--- config.mk ---
export PLATFORM = sky130hd
export DESIGN_NAME = rgb_hsv_convert
export DESIGN_NICKNAME = d
export VERILOG_FILES = /design/src/hdl/rhc_pkg.sv /design/src/hdl/rgb_hsv_convert.sv /design/src/hdl/rhc_prep.sv /design/src/hdl/rhc_div.sv /design/src/hdl/rhc_post.sv
export SDC_FILE = /design/constraint.sdc
export NUM_CORES = 2
export LEC_CHECK = 0
export BUFFER_PORTS_ARGS = -buffer_cell sky130_fd_sc_hd__buf_2
export CORE_MARGIN = 2
export CORE_UTILIZATION = 45
export CTS_CLUSTER_SIZE = 8
export DETAILED_ROUTE_END_ITERATION = 10
export GPL_TIMING_DRIVEN = 1
export PLACE_DENSITY = 0.61
export SLEW_MARGIN = 10
export SYNTH_ARGS = -nofsm -noshare
export SYNTH_HDL_FRONTEND = slang
export SYNTH_HIERARCHICAL = 1
export SYNTH_SLANG_ARGS = --single-unit
--- constraint.sdc ---
create_clock -name clock -period 58.6 [get_ports clock]
set_input_delay 5.86 -clock clock [delete_from_list [all_inputs] [get_ports clock]]
set_output_delay 5.86 -clock clock [all_outputs]
set_load 0.1 [all_outputs]
--- src/hdl/rhc_pkg.sv ---
// Shared constants for the RGB/HSV pixel converter.
// No dependencies; every other file in hdl refers to it by scoped names.
`default_nettype none
package rhc_pkg;
   localparam int unsigned CHAN_BITS = 12;

   typedef enum logic {
      KIND_TO_HSV = 1'b0,
      KIND_TO_RGB = 1'b1
   } kind_type;

   typedef enum logic [2:0] {
      SEC_RED     = 3'd0,
      SEC_YELLOW  = 3'd1,
      SEC_GREEN   = 3'd2,
      SEC_CYAN    = 3'd3,
      SEC_BLUE    = 3'd4,
      SEC_MAGENTA = 3'd5
   } sector_type;
endpackage
`default_nettype wire

--- src/hdl/rgb_hsv_convert.sv ---
// An accepted req beat passes through rhc_prep, the rhc_div stages and rhc_post, registered in each, to its rsp beat.
// Throughput: one pixel per cycle while the output is not stalled; the pipeline has one divider stage per quotient bit.
// The whole pipeline advances when the output register is empty or being taken.
// Reset clears every valid bit; payload registers are not reset.
// Depends on rhc_pkg, rhc_prep, rhc_div and rhc_post.
`default_nettype none
module rgb_hsv_convert #(
   parameter int unsigned CHANNEL_BITS = rhc_pkg::CHAN_BITS
) (
   input  wire logic                    clock,
   input  wire logic                    reset,
   input  wire logic                    req_valid,
   output logic                         req_ready,
   input  wire logic                    req_kind,
   input  wire logic [CHANNEL_BITS-1:0] req_chan_first,
   input  wire logic [CHANNEL_BITS-1:0] req_chan_second,
   input  wire logic [CHANNEL_BITS-1:0] req_chan_third,
   input  wire logic [CHANNEL_BITS-1:0] req_alpha_in,
   output logic                         rsp_valid,
   input  wire logic                    rsp_ready,
   output logic [CHANNEL_BITS-1:0]      rsp_out_first,
   output logic [CHANNEL_BITS-1:0]      rsp_out_second,
   output logic [CHANNEL_BITS-1:0]      rsp_out_third,
   output logic [CHANNEL_BITS-1:0]      rsp_alpha_out
);
   localparam int unsigned B  = CHANNEL_BITS;
   localparam int unsigned DW = B + 3;
   localparam int unsigned SW = 1 + B + B + 3 + B;

   logic            en;
   logic            pv_w, dv_w, out_kind_w;
   logic [2*B-1:0]  dva_w;
   logic [B+DW-1:0] dvb_w;
   logic [DW-1:0]   dsa_w, dsb_w;
   logic [SW-1:0]   ps_w, ds_w;
   logic [B-1:0]    qa_w, qb_w;

   assign en        = !rsp_valid || rsp_ready;
   assign req_ready = en;

   rhc_prep #(.CHANNEL_BITS(CHANNEL_BITS)) u_prep (
      .clock(clock), .reset(reset), .en(en), .in_valid(req_valid),
      .kind(req_kind), .a0(req_chan_first), .a1(req_chan_second),
      .a2(req_chan_third), .alpha(req_alpha_in), .out_valid(pv_w),
      .dividend_a(dva_w), .divisor_a(dsa_w), .dividend_b(dvb_w),
      .divisor_b(dsb_w), .side(ps_w)
   );

   rhc_div #(.CHANNEL_BITS(CHANNEL_BITS), .SW(SW)) u_div (
      .clock(clock), .reset(reset), .en(en), .in_valid(pv_w),
      .dividend_a(dva_w), .divisor_a(dsa_w), .dividend_b(dvb_w),
      .divisor_b(dsb_w), .side_in(ps_w), .out_valid(dv_w),
      .quot_a(qa_w), .quot_b(qb_w), .side_out(ds_w)
   );

   rhc_post #(.CHANNEL_BITS(CHANNEL_BITS)) u_post (
      .clock(clock), .reset(reset), .en(en), .in_valid(dv_w),
      .quot_a(qa_w), .quot_b(qb_w), .side(ds_w), .out_valid(rsp_valid),
      .out_kind(out_kind_w), .out_first(rsp_out_first),
      .out_second(rsp_out_second), .out_third(rsp_out_third),
      .out_alpha(rsp_alpha_out)
   );

   a_ready_follows_output: assert property (@(posedge clock)
      req_ready == (!rsp_valid || rsp_ready))
      else $error("req_ready does not follow the output register state");

   a_black_has_no_saturation: assert property (@(posedge clock) disable iff (reset)
      (rsp_valid && out_kind_w == rhc_pkg::KIND_TO_HSV && rsp_out_third == '0)
         |-> (rsp_out_second == '0 && rsp_out_first == '0))
      else $error("black pixel produced nonzero hue or saturation");

   a_stall_freezes_pipe: assert property (@(posedge clock) disable iff (reset)
      (!en) |=> ($stable(pv_w) && $stable(dv_w)))
      else $error("pipeline moved during a stall");
endmodule
`default_nettype wire

--- src/hdl/rhc_prep.sv ---
// Two front stages: channel extremes and products, then dividends and divisors.
// Depends on rhc_pkg.
`default_nettype none
module rhc_prep #(
   parameter int unsigned CHANNEL_BITS = rhc_pkg::CHAN_BITS,
   localparam int unsigned B  = CHANNEL_BITS,
   localparam int unsigned DW = B + 3,
   localparam int unsigned SW = 1 + B + B + 3 + B
) (
   input  wire logic          clock,
   input  wire logic          reset,
   input  wire logic          en,
   input  wire logic          in_valid,
   input  wire logic          kind,
   input  wire logic [B-1:0]  a0,
   input  wire logic [B-1:0]  a1,
   input  wire logic [B-1:0]  a2,
   input  wire logic [B-1:0]  alpha,
   output logic               out_valid,
   output logic [2*B-1:0]     dividend_a,
   output logic [DW-1:0]      divisor_a,
   output logic [B+DW-1:0]    dividend_b,
   output logic [DW-1:0]      divisor_b,
   output logic [SW-1:0]      side
);
   localparam logic [B-1:0] MAXV = {B{1'b1}};

   logic            vld1_ff, vld2_ff;
   logic            kind1_ff, kind2_ff;
   logic [B-1:0]    r1_ff, g1_ff, b1_ff, mx1_ff, mn1_ff, alpha1_ff, alpha2_ff;
   logic [2*B-1:0]  prod1_ff;
   logic [B+2:0]    p1_ff;
   logic [2*B-1:0]  dva_ff;
   logic [B+DW-1:0] dvb_ff;
   logic [DW-1:0]   dsa_ff, dsb_ff;
   logic [B-1:0]    v2_ff, f2_ff;
   logic [2:0]      sec2_ff;

   logic [B-1:0]    mx_in, mn_in;
   logic [B-1:0]    c_w;
   logic [DW-1:0]   c6_w, num_w;
   logic [2*B-1:0]  dva_in;
   logic [B+DW-1:0] dvb_in;
   logic [DW-1:0]   dsa_in, dsb_in;

   always_comb begin
      mx_in = a0;
      mn_in = a0;
      if (a1 > mx_in) mx_in = a1;
      if (a2 > mx_in) mx_in = a2;
      if (a1 < mn_in) mn_in = a1;
      if (a2 < mn_in) mn_in = a2;
   end

   always_ff @(posedge clock) begin
      if (reset) begin
         vld1_ff <= 1'b0;
         vld2_ff <= 1'b0;
      end else if (en) begin
         vld1_ff <= in_valid;
         vld2_ff <= vld1_ff;
      end
   end

   always_ff @(posedge clock) begin
      if (en) begin
         kind1_ff  <= kind;
         r1_ff     <= a0;
         g1_ff     <= a1;
         b1_ff     <= a2;
         mx1_ff    <= mx_in;
         mn1_ff    <= mn_in;
         alpha1_ff <= alpha;
         prod1_ff  <= a1 * a2;
         p1_ff     <= {1'b0, a0, 2'b00} + {2'b00, a0, 1'b0};
      end
   end

   always_comb begin
      c_w    = mx1_ff - mn1_ff;
      c6_w   = {1'b0, c_w, 2'b00} + {2'b00, c_w, 1'b0};
      priority if (r1_ff == mx1_ff) begin
         if (g1_ff >= b1_ff) num_w = DW'(g1_ff - b1_ff);
         else                num_w = c6_w - DW'(b1_ff - g1_ff);
      end else if (g1_ff == mx1_ff) begin
         num_w = {2'b00, c_w, 1'b0} + DW'(b1_ff) - DW'(r1_ff);
      end else begin
         num_w = {1'b0, c_w, 2'b00} + DW'(r1_ff) - DW'(g1_ff);
      end
      if (kind1_ff == rhc_pkg::KIND_TO_HSV) begin
         dva_in = {c_w, {B{1'b0}}} - (2*B)'(c_w);
         dsa_in = (mx1_ff == '0) ? DW'(1) : DW'(mx1_ff);
         dvb_in = {num_w, {B{1'b0}}};
         dsb_in = (c_w == '0) ? DW'(1) : c6_w;
      end else begin
         dva_in = prod1_ff;
         dsa_in = DW'(MAXV);
         dvb_in = '0;
         dsb_in = DW'(1);
      end
   end

   always_ff @(posedge clock) begin
      if (en) begin
         kind2_ff  <= kind1_ff;
         alpha2_ff <= alpha1_ff;
         dva_ff    <= dva_in;
         dvb_ff    <= dvb_in;
         dsa_ff    <= dsa_in;
         dsb_ff    <= dsb_in;
         v2_ff     <= (kind1_ff == rhc_pkg::KIND_TO_HSV) ? mx1_ff : b1_ff;
         sec2_ff   <= p1_ff[B+2:B];
         f2_ff     <= p1_ff[B-1:0];
      end
   end

   assign out_valid  = vld2_ff;
   assign dividend_a = dva_ff;
   assign divisor_a  = dsa_ff;
   assign dividend_b = dvb_ff;
   assign divisor_b  = dsb_ff;
   assign side       = {kind2_ff, alpha2_ff, v2_ff, sec2_ff, f2_ff};
endmodule
`default_nettype wire

--- src/hdl/rhc_div.sv ---
// Two-lane pipelined restoring divider, one quotient bit per stage.
// Depends on rhc_pkg for the default width.
`default_nettype none
module rhc_div #(
   parameter int unsigned CHANNEL_BITS = rhc_pkg::CHAN_BITS,
   parameter int unsigned SW = 1,
   localparam int unsigned B  = CHANNEL_BITS,
   localparam int unsigned DW = B + 3,
   localparam int unsigned RW = B + 4
) (
   input  wire logic            clock,
   input  wire logic            reset,
   input  wire logic            en,
   input  wire logic            in_valid,
   input  wire logic [2*B-1:0]  dividend_a,
   input  wire logic [DW-1:0]   divisor_a,
   input  wire logic [B+DW-1:0] dividend_b,
   input  wire logic [DW-1:0]   divisor_b,
   input  wire logic [SW-1:0]   side_in,
   output logic                 out_valid,
   output logic [B-1:0]         quot_a,
   output logic [B-1:0]         quot_b,
   output logic [SW-1:0]        side_out
);
   logic [RW-1:0] rema_w [0:B];
   logic [RW-1:0] remb_w [0:B];
   logic [B-1:0]  loa_w  [0:B];
   logic [B-1:0]  lob_w  [0:B];
   logic [B-1:0]  qa_w   [0:B];
   logic [B-1:0]  qb_w   [0:B];
   logic [DW-1:0] da_w   [0:B];
   logic [DW-1:0] db_w   [0:B];
   logic [SW-1:0] sd_w   [0:B];
   logic          vld_w  [0:B];

   assign rema_w[0] = RW'(dividend_a[2*B-1:B]);
   assign remb_w[0] = RW'(dividend_b[B+DW-1:B]);
   assign loa_w[0]  = dividend_a[B-1:0];
   assign lob_w[0]  = dividend_b[B-1:0];
   assign qa_w[0]   = '0;
   assign qb_w[0]   = '0;
   assign da_w[0]   = divisor_a;
   assign db_w[0]   = divisor_b;
   assign sd_w[0]   = side_in;
   assign vld_w[0]  = in_valid;

   for (genvar k = 0; k < B; k++) begin : g_step
      logic [RW-1:0] ta_w, tb_w;
      logic          ga_w, gb_w;
      logic [RW-1:0] rema_ff, remb_ff;
      logic [B-1:0]  loa_ff, lob_ff, qa_ff, qb_ff;
      logic [DW-1:0] da_ff, db_ff;
      logic [SW-1:0] sd_ff;
      logic          vld_ff;

      assign ta_w = {rema_w[k][RW-2:0], loa_w[k][B-1]};
      assign tb_w = {remb_w[k][RW-2:0], lob_w[k][B-1]};
      assign ga_w = ta_w >= RW'(da_w[k]);
      assign gb_w = tb_w >= RW'(db_w[k]);

      always_ff @(posedge clock) begin
         if (reset) begin
            vld_ff <= 1'b0;
         end else if (en) begin
            vld_ff <= vld_w[k];
         end
      end

      always_ff @(posedge clock) begin
         if (en) begin
            rema_ff <= ga_w ? ta_w - RW'(da_w[k]) : ta_w;
            remb_ff <= gb_w ? tb_w - RW'(db_w[k]) : tb_w;
            loa_ff  <= {loa_w[k][B-2:0], 1'b0};
            lob_ff  <= {lob_w[k][B-2:0], 1'b0};
            qa_ff   <= {qa_w[k][B-2:0], ga_w};
            qb_ff   <= {qb_w[k][B-2:0], gb_w};
            da_ff   <= da_w[k];
            db_ff   <= db_w[k];
            sd_ff   <= sd_w[k];
         end
      end

      assign rema_w[k+1] = rema_ff;
      assign remb_w[k+1] = remb_ff;
      assign loa_w[k+1]  = loa_ff;
      assign lob_w[k+1]  = lob_ff;
      assign qa_w[k+1]   = qa_ff;
      assign qb_w[k+1]   = qb_ff;
      assign da_w[k+1]   = da_ff;
      assign db_w[k+1]   = db_ff;
      assign sd_w[k+1]   = sd_ff;
      assign vld_w[k+1]  = vld_ff;
   end

   assign out_valid = vld_w[B];
   assign quot_a    = qa_w[B];
   assign quot_b    = qb_w[B];
   assign side_out  = sd_w[B];
endmodule
`default_nettype wire

--- src/hdl/rhc_post.sv ---
// Back stages: sector blend product, then channel assembly into the output register.
// Depends on rhc_pkg.
`default_nettype none
module rhc_post #(
   parameter int unsigned CHANNEL_BITS = rhc_pkg::CHAN_BITS,
   localparam int unsigned B  = CHANNEL_BITS,
   localparam int unsigned SW = 1 + B + B + 3 + B
) (
   input  wire logic          clock,
   input  wire logic          reset,
   input  wire logic          en,
   input  wire logic          in_valid,
   input  wire logic [B-1:0]  quot_a,
   input  wire logic [B-1:0]  quot_b,
   input  wire logic [SW-1:0] side,
   output logic               out_valid,
   output logic               out_kind,
   output logic [B-1:0]       out_first,
   output logic [B-1:0]       out_second,
   output logic [B-1:0]       out_third,
   output logic [B-1:0]       out_alpha
);
   logic          s_kind_w;
   logic [B-1:0]  s_alpha_w, s_v_w, s_f_w;
   logic [2:0]    s_sec_w;
   logic [B:0]    wt_w;

   logic          vld1_ff, vld2_ff, kind1_ff, kind2_ff;
   logic [B-1:0]  alpha1_ff, v1_ff, c1_ff, h1_ff, m1_ff;
   logic [2:0]    sec1_ff;
   logic [2*B:0]  prod1_ff;
   logic [B-1:0]  o1_ff, o2_ff, o3_ff, alpha2_ff;
   logic [B-1:0]  x_w, rr_w, gg_w, bb_w, o1_in, o2_in, o3_in;

   assign {s_kind_w, s_alpha_w, s_v_w, s_sec_w, s_f_w} = side;
   assign wt_w = s_sec_w[0] ? (((B+1)'(1) << B) - (B+1)'(s_f_w)) : (B+1)'(s_f_w);

   always_ff @(posedge clock) begin
      if (reset) begin
         vld1_ff <= 1'b0;
         vld2_ff <= 1'b0;
      end else if (en) begin
         vld1_ff <= in_valid;
         vld2_ff <= vld1_ff;
      end
   end

   always_ff @(posedge clock) begin
      if (en) begin
         kind1_ff  <= s_kind_w;
         alpha1_ff <= s_alpha_w;
         v1_ff     <= s_v_w;
         c1_ff     <= quot_a;
         h1_ff     <= quot_b;
         m1_ff     <= s_v_w - quot_a;
         sec1_ff   <= s_sec_w;
         prod1_ff  <= quot_a * wt_w;
      end
   end

   always_comb begin
      x_w  = prod1_ff[2*B-1:B];
      rr_w = '0;
      gg_w = '0;
      bb_w = '0;
      unique case (sec1_ff)
         rhc_pkg::SEC_RED:     begin rr_w = c1_ff; gg_w = x_w;   end
         rhc_pkg::SEC_YELLOW:  begin rr_w = x_w;   gg_w = c1_ff; end
         rhc_pkg::SEC_GREEN:   begin gg_w = c1_ff; bb_w = x_w;   end
         rhc_pkg::SEC_CYAN:    begin gg_w = x_w;   bb_w = c1_ff; end
         rhc_pkg::SEC_BLUE:    begin rr_w = x_w;   bb_w = c1_ff; end
         default:              begin rr_w = c1_ff; bb_w = x_w;   end
      endcase
      if (kind1_ff == rhc_pkg::KIND_TO_HSV) begin
         o1_in = h1_ff;
         o2_in = c1_ff;
         o3_in = v1_ff;
      end else begin
         o1_in = rr_w + m1_ff;
         o2_in = gg_w + m1_ff;
         o3_in = bb_w + m1_ff;
      end
   end

   always_ff @(posedge clock) begin
      if (en) begin
         kind2_ff  <= kind1_ff;
         alpha2_ff <= alpha1_ff;
         o1_ff     <= o1_in;
         o2_ff     <= o2_in;
         o3_ff     <= o3_in;
      end
   end

   assign out_valid  = vld2_ff;
   assign out_kind   = kind2_ff;
   assign out_first  = o1_ff;
   assign out_second = o2_ff;
   assign out_third  = o3_ff;
   assign out_alpha  = alpha2_ff;
endmodule
`default_nettype wire

# After elaboration in Yosys (flattened, before gate mapping)
# Cells that the tools add are included.
# word_totals
register_bits	1813
inputBits	53
output_inout_bits	50
elab_cells	278
# op_classes
addsub	38
n_mul	2
magnitude_cmp	29
eq_ne	6
mux	39
reduce_logical	13
# op_table
op	n
$ge A16 B15 Y1	23
$mux W15	24
$sub A15 B15 Y15	22
$mux W12	9
$pmux W12 S2	3
$add A12 B12 Y12	3
$add A14 B13 Y15	2
$sub A15 B12 Y15	2
$mux W13	2
$sub A12 B12 Y13	2
$eq A12 B12 Y1	2
$gt A12 B12 Y1	2
$logic_not A12 Y1	2
$lt A12 B12 Y1	2
$mul A12 B12 Y24	1
$mul A12 B13 Y24	1
$mux W24	1
$sub A12 B12 Y12	2
$sub A24 B12 Y24	1
$reduce_or A2 Y1	8
$add A14 B12 Y15	1
$ge A13 B15 Y1	1
$sub A13 B15 Y15	1
$add A13 B12 Y14	1
other kinds (8)	9

# Longest topological paths before layout
# depth
ltp_word	5
ltp_mapped	25
ltp_nobuf	24

# By module
# Netlist, hierarchy kept.
# by_module_without_submodules
mod	n_inst	cells_per_inst	area_per_inst_um2	seq_area_each_um2
rhc_div	1	4562	64523.1	43121.4
rhc_prep	1	1858	19212.2	6496.2
rhc_post	1	1210	11990.2	3793.6
rgb_hsv_convert	1	1	6.3	0.0

# Least setup slack after synthesis
# Ideal clock, no wire load.
# synth_timing
path_type	input to output
from	in rsp_ready
to	out req_ready
arrival_time_ns	48.760
required_time_ns	52.740
slack_ns	3.980
cell_stages	1
n_path_buf	0
path_cell_list	nand2b_1
# synth_via
elab_chain_len	1
# synth_lines
element	line	text
start, declared	rgb_hsv_convert.sv:20	input wire logic rsp_ready,
$logic_or A1 B1 Y1	rgb_hsv_convert.sv:38	assign en = !rsp_valid || rsp_ready;
end, declared	rgb_hsv_convert.sv:13	output logic req_ready,
# No other way between the ends.

# Worst setup path after layout
# Same ends and word-level chain as after synthesis.

==> impl_summary.log <==
[metrics] outcome: finished, final reports clean
[metrics] post-route DRC violation count: 0
[metrics] global-route wire length before repair: 307000 µm
[metrics] pin count of the biggest net entering global routing: between 150 and 200
[metrics] GR Util All Layers: about 18%
[metrics] total standard cell area after synthesis: 95700 µm²
[metrics] vertical extent of the die: 465 µm
[metrics] share of post-route cells with drive strength above 1: under 10%
[metrics] crit path buf inv count: 2
[metrics] final WL: 190000 µm
[metrics] clock-pin slew reported for the worst setup and hold paths after clock tree synthesis: 0.05 ns
[metrics] Crit path arrival time: 6.76 ns
[metrics] Horiz. Die Dim: 465 µm
[metrics] Final min period: 12.62 ns
[metrics] post-cts resize count: 0
[metrics] Clock Sink Count: 1783
[metrics] Syn. warnings: 6
[metrics] count of endpoints failing setup in the final report: 0
[metrics] via count: 56500
[metrics] Critical Path Fanout Max: 3
[metrics] number of global-route vias before repair: between 50000 and 60000
[metrics] Die Area: 216000 µm²
[metrics] number of antenna violations at the first check in global routing: 2
[metrics] worst hold-check slack: 0.381 ns
[metrics] CP max-delay cell: sky130_fd_sc_hd__buf_2
[metrics] First DRT Iteration DRCs: 3612
[metrics] final max-slew violation count: 0
[metrics] count of nets left with antenna violations after detail routing: 0
[metrics] Crit Path Category: in2out
[metrics] number of filler cells placed in the layout: roughly 18000
[metrics] WP data required: approximately 53 ns
[metrics] CTS tree: yes
[metrics] deepest clock path buffer count: 4
[metrics] WL met3: 7750 µm
[metrics] transition time at the pin with the least slew margin: 1.27 ns
[metrics] endpoint type of the worst setup path: primary output
[metrics] growth of design area from synthesis to finish: 11.4%
[metrics] placed standard-cell area: 99400 µm²
[metrics] Critical Path Max Stage Delay: 0.54 ns
[metrics] unrepaired setup endpoints after global routing: false
[metrics] worst slew margin relative to its limit: 15.0%
[metrics] max-cap violation count: 0
[metrics] metal1 wirelength: around 81000 µm
[metrics] H-tree levels: 5
[metrics] number of port buffers: 102
[metrics] type of origin of the critical path: input port
[metrics] Starting Density: between 40% and 50%
[metrics] detail-routed via count per cell: 5.26
[metrics] final instance area: ~110000 µm²
[metrics] placeable core area: between 200000 and 250000 µm²
[metrics] synthesized area per cell: 12.5 µm²
[metrics] Final Hold Vio Count: 0
[metrics] Skew-Pair Late Insertion Delay: 0.90 ns
[metrics] gate count after technology mapping: approximately 7600
[metrics] Post-CTS Setup Bufs: 0
[metrics] routed len/inst: 17.7 µm
[metrics] class of the worst hold path: reg2reg
[metrics] number of core rows: ~170
[metrics] uppermost metal layer occupied by signal nets: met4
[metrics] RD Place Congestion: 0.909
[metrics] Root Buffer: sky130_fd_sc_hd__clkbuf_16
[metrics] worst clock skew: 0.0612 ns
[metrics] ports placed on the boundary: ~100
[metrics] kind of cell adding the most delay to the critical path: buffers and inverters
[metrics] cts-stage hold buffer count: 0
[metrics] CP cell instances: buf_2, nand2b_4, buf_2
[metrics] ratio of final minimum period to clock period: 21.5%
[metrics] Max Clk Rate: 79.2 MHz
[metrics] met2 routed WL: 92500 µm
[metrics] length of the first detailed-routing pass in iterations: 6
[metrics] total grt overflow: 0
[metrics] post-DP HPWL: approximately 140000 µm
[metrics] setup tns final: 0 ns
[metrics] # nets final: 8863
[metrics] cell mode on critical path: sky130_fd_sc_hd__buf_2
[metrics] number of CTS-inserted buffers: 275
[worst paths after layout]
path	end	slack [ns]	depth (start not counted)	from
worst max-delay path	req_ready	45.98	3	rsp_ready
worst min-delay path	u_div/g_step[10].qa_ff[7]	0.38	0	u_div/g_step[9].qa_ff[6]
worst max register to register	u_post/prod1_ff[23]	51.03	22	u_div/side_out[0]
worst min register to register	u_div/g_step[10].qa_ff[7]	0.38	0	u_div/g_step[9].qa_ff[6]
[state kept, by name, indices dropped and copies added, names as in the netlist, 13 cells and up]
name	cells
u_div/g_step.da_ff	165
u_div/g_step.db_ff	165
u_div/g_step.loa_ff	66
u_div/g_step.lob_ff	66
u_div/g_step.qa_ff	66
u_div/g_step.qb_ff	66
u_div/g_step.rema_ff	165
u_div/g_step.remb_ff	165
u_div/g_step.sd_ff	440
u_div/side_out	40
u_prep/dividend_a	24
u_prep/dividend_b	15
u_prep/divisor_b	15
u_prep/p1_ff	13
u_prep/prod1_ff	24
[through the flow]
| step | worst slack, ns | cells | utilization (%) |
|---|---|---|---|
| finish | 45.98 | 10700 | 50.4 |
| global placement | 45.92 | 10400 | 46.9 |
| floorplan | 4.00 | 7645 | - |
| detailed placement | 45.93 | 10400 | 46.9 |
| global route | 45.94 | 10700 | 50.4 |
| CTS | 45.92 | 10700 | 50.4 |
[final cells by class]
class,count,area [µm²],area share [%]
Antenna cell,1,2.50,0.00235
Clock buffer,301,7090,6.65
Clock inverter,12,128,0.120
Inverter,924,3470,3.25
Multi-Input combinational cell,4756,38100,35.7
Sequential cell,1783,53400,50.1
Tap cell,2821,3530,3.31
Timing Repair Buffer,145,921,0.864
[metal layers]
metal | track usage [%] | vias to the layer above
met3 | 3.03 | 439
met2 | 30.3 | 1190
met4 | 8.26 | 0
li1 | - | 27700
met1 | 21.8 | 27200
met5 | 0 | -
[cell usage in the layout, fill, tap and decap left out, types with 102 or more instances in the layout]
master / n
sky130_fd_sc_hd__edfxtp_1: 1767
sky130_fd_sc_hd__inv_1: 918
sky130_fd_sc_hd__ha_1: 662
sky130_fd_sc_hd__nand2_1: 596
sky130_fd_sc_hd__a21oi_1: 387
sky130_fd_sc_hd__nor2_1: 380
sky130_fd_sc_hd__o21ai_0: 317
sky130_fd_sc_hd__clkbuf_16: 280
sky130_fd_sc_hd__xnor2_1: 267
sky130_fd_sc_hd__fa_1: 263
sky130_fd_sc_hd__mux2_2: 223
sky130_fd_sc_hd__xor2_1: 144
sky130_fd_sc_hd__and2_1: 104
sky130_fd_sc_hd__mux2i_1: 103
sky130_fd_sc_hd__buf_2: 102
sky130_fd_sc_hd__a21o_1: 102
Power is left out: the tool's default activity adds up to more than one toggle a clock period on the data nets, which glitch-free logic cannot reach.
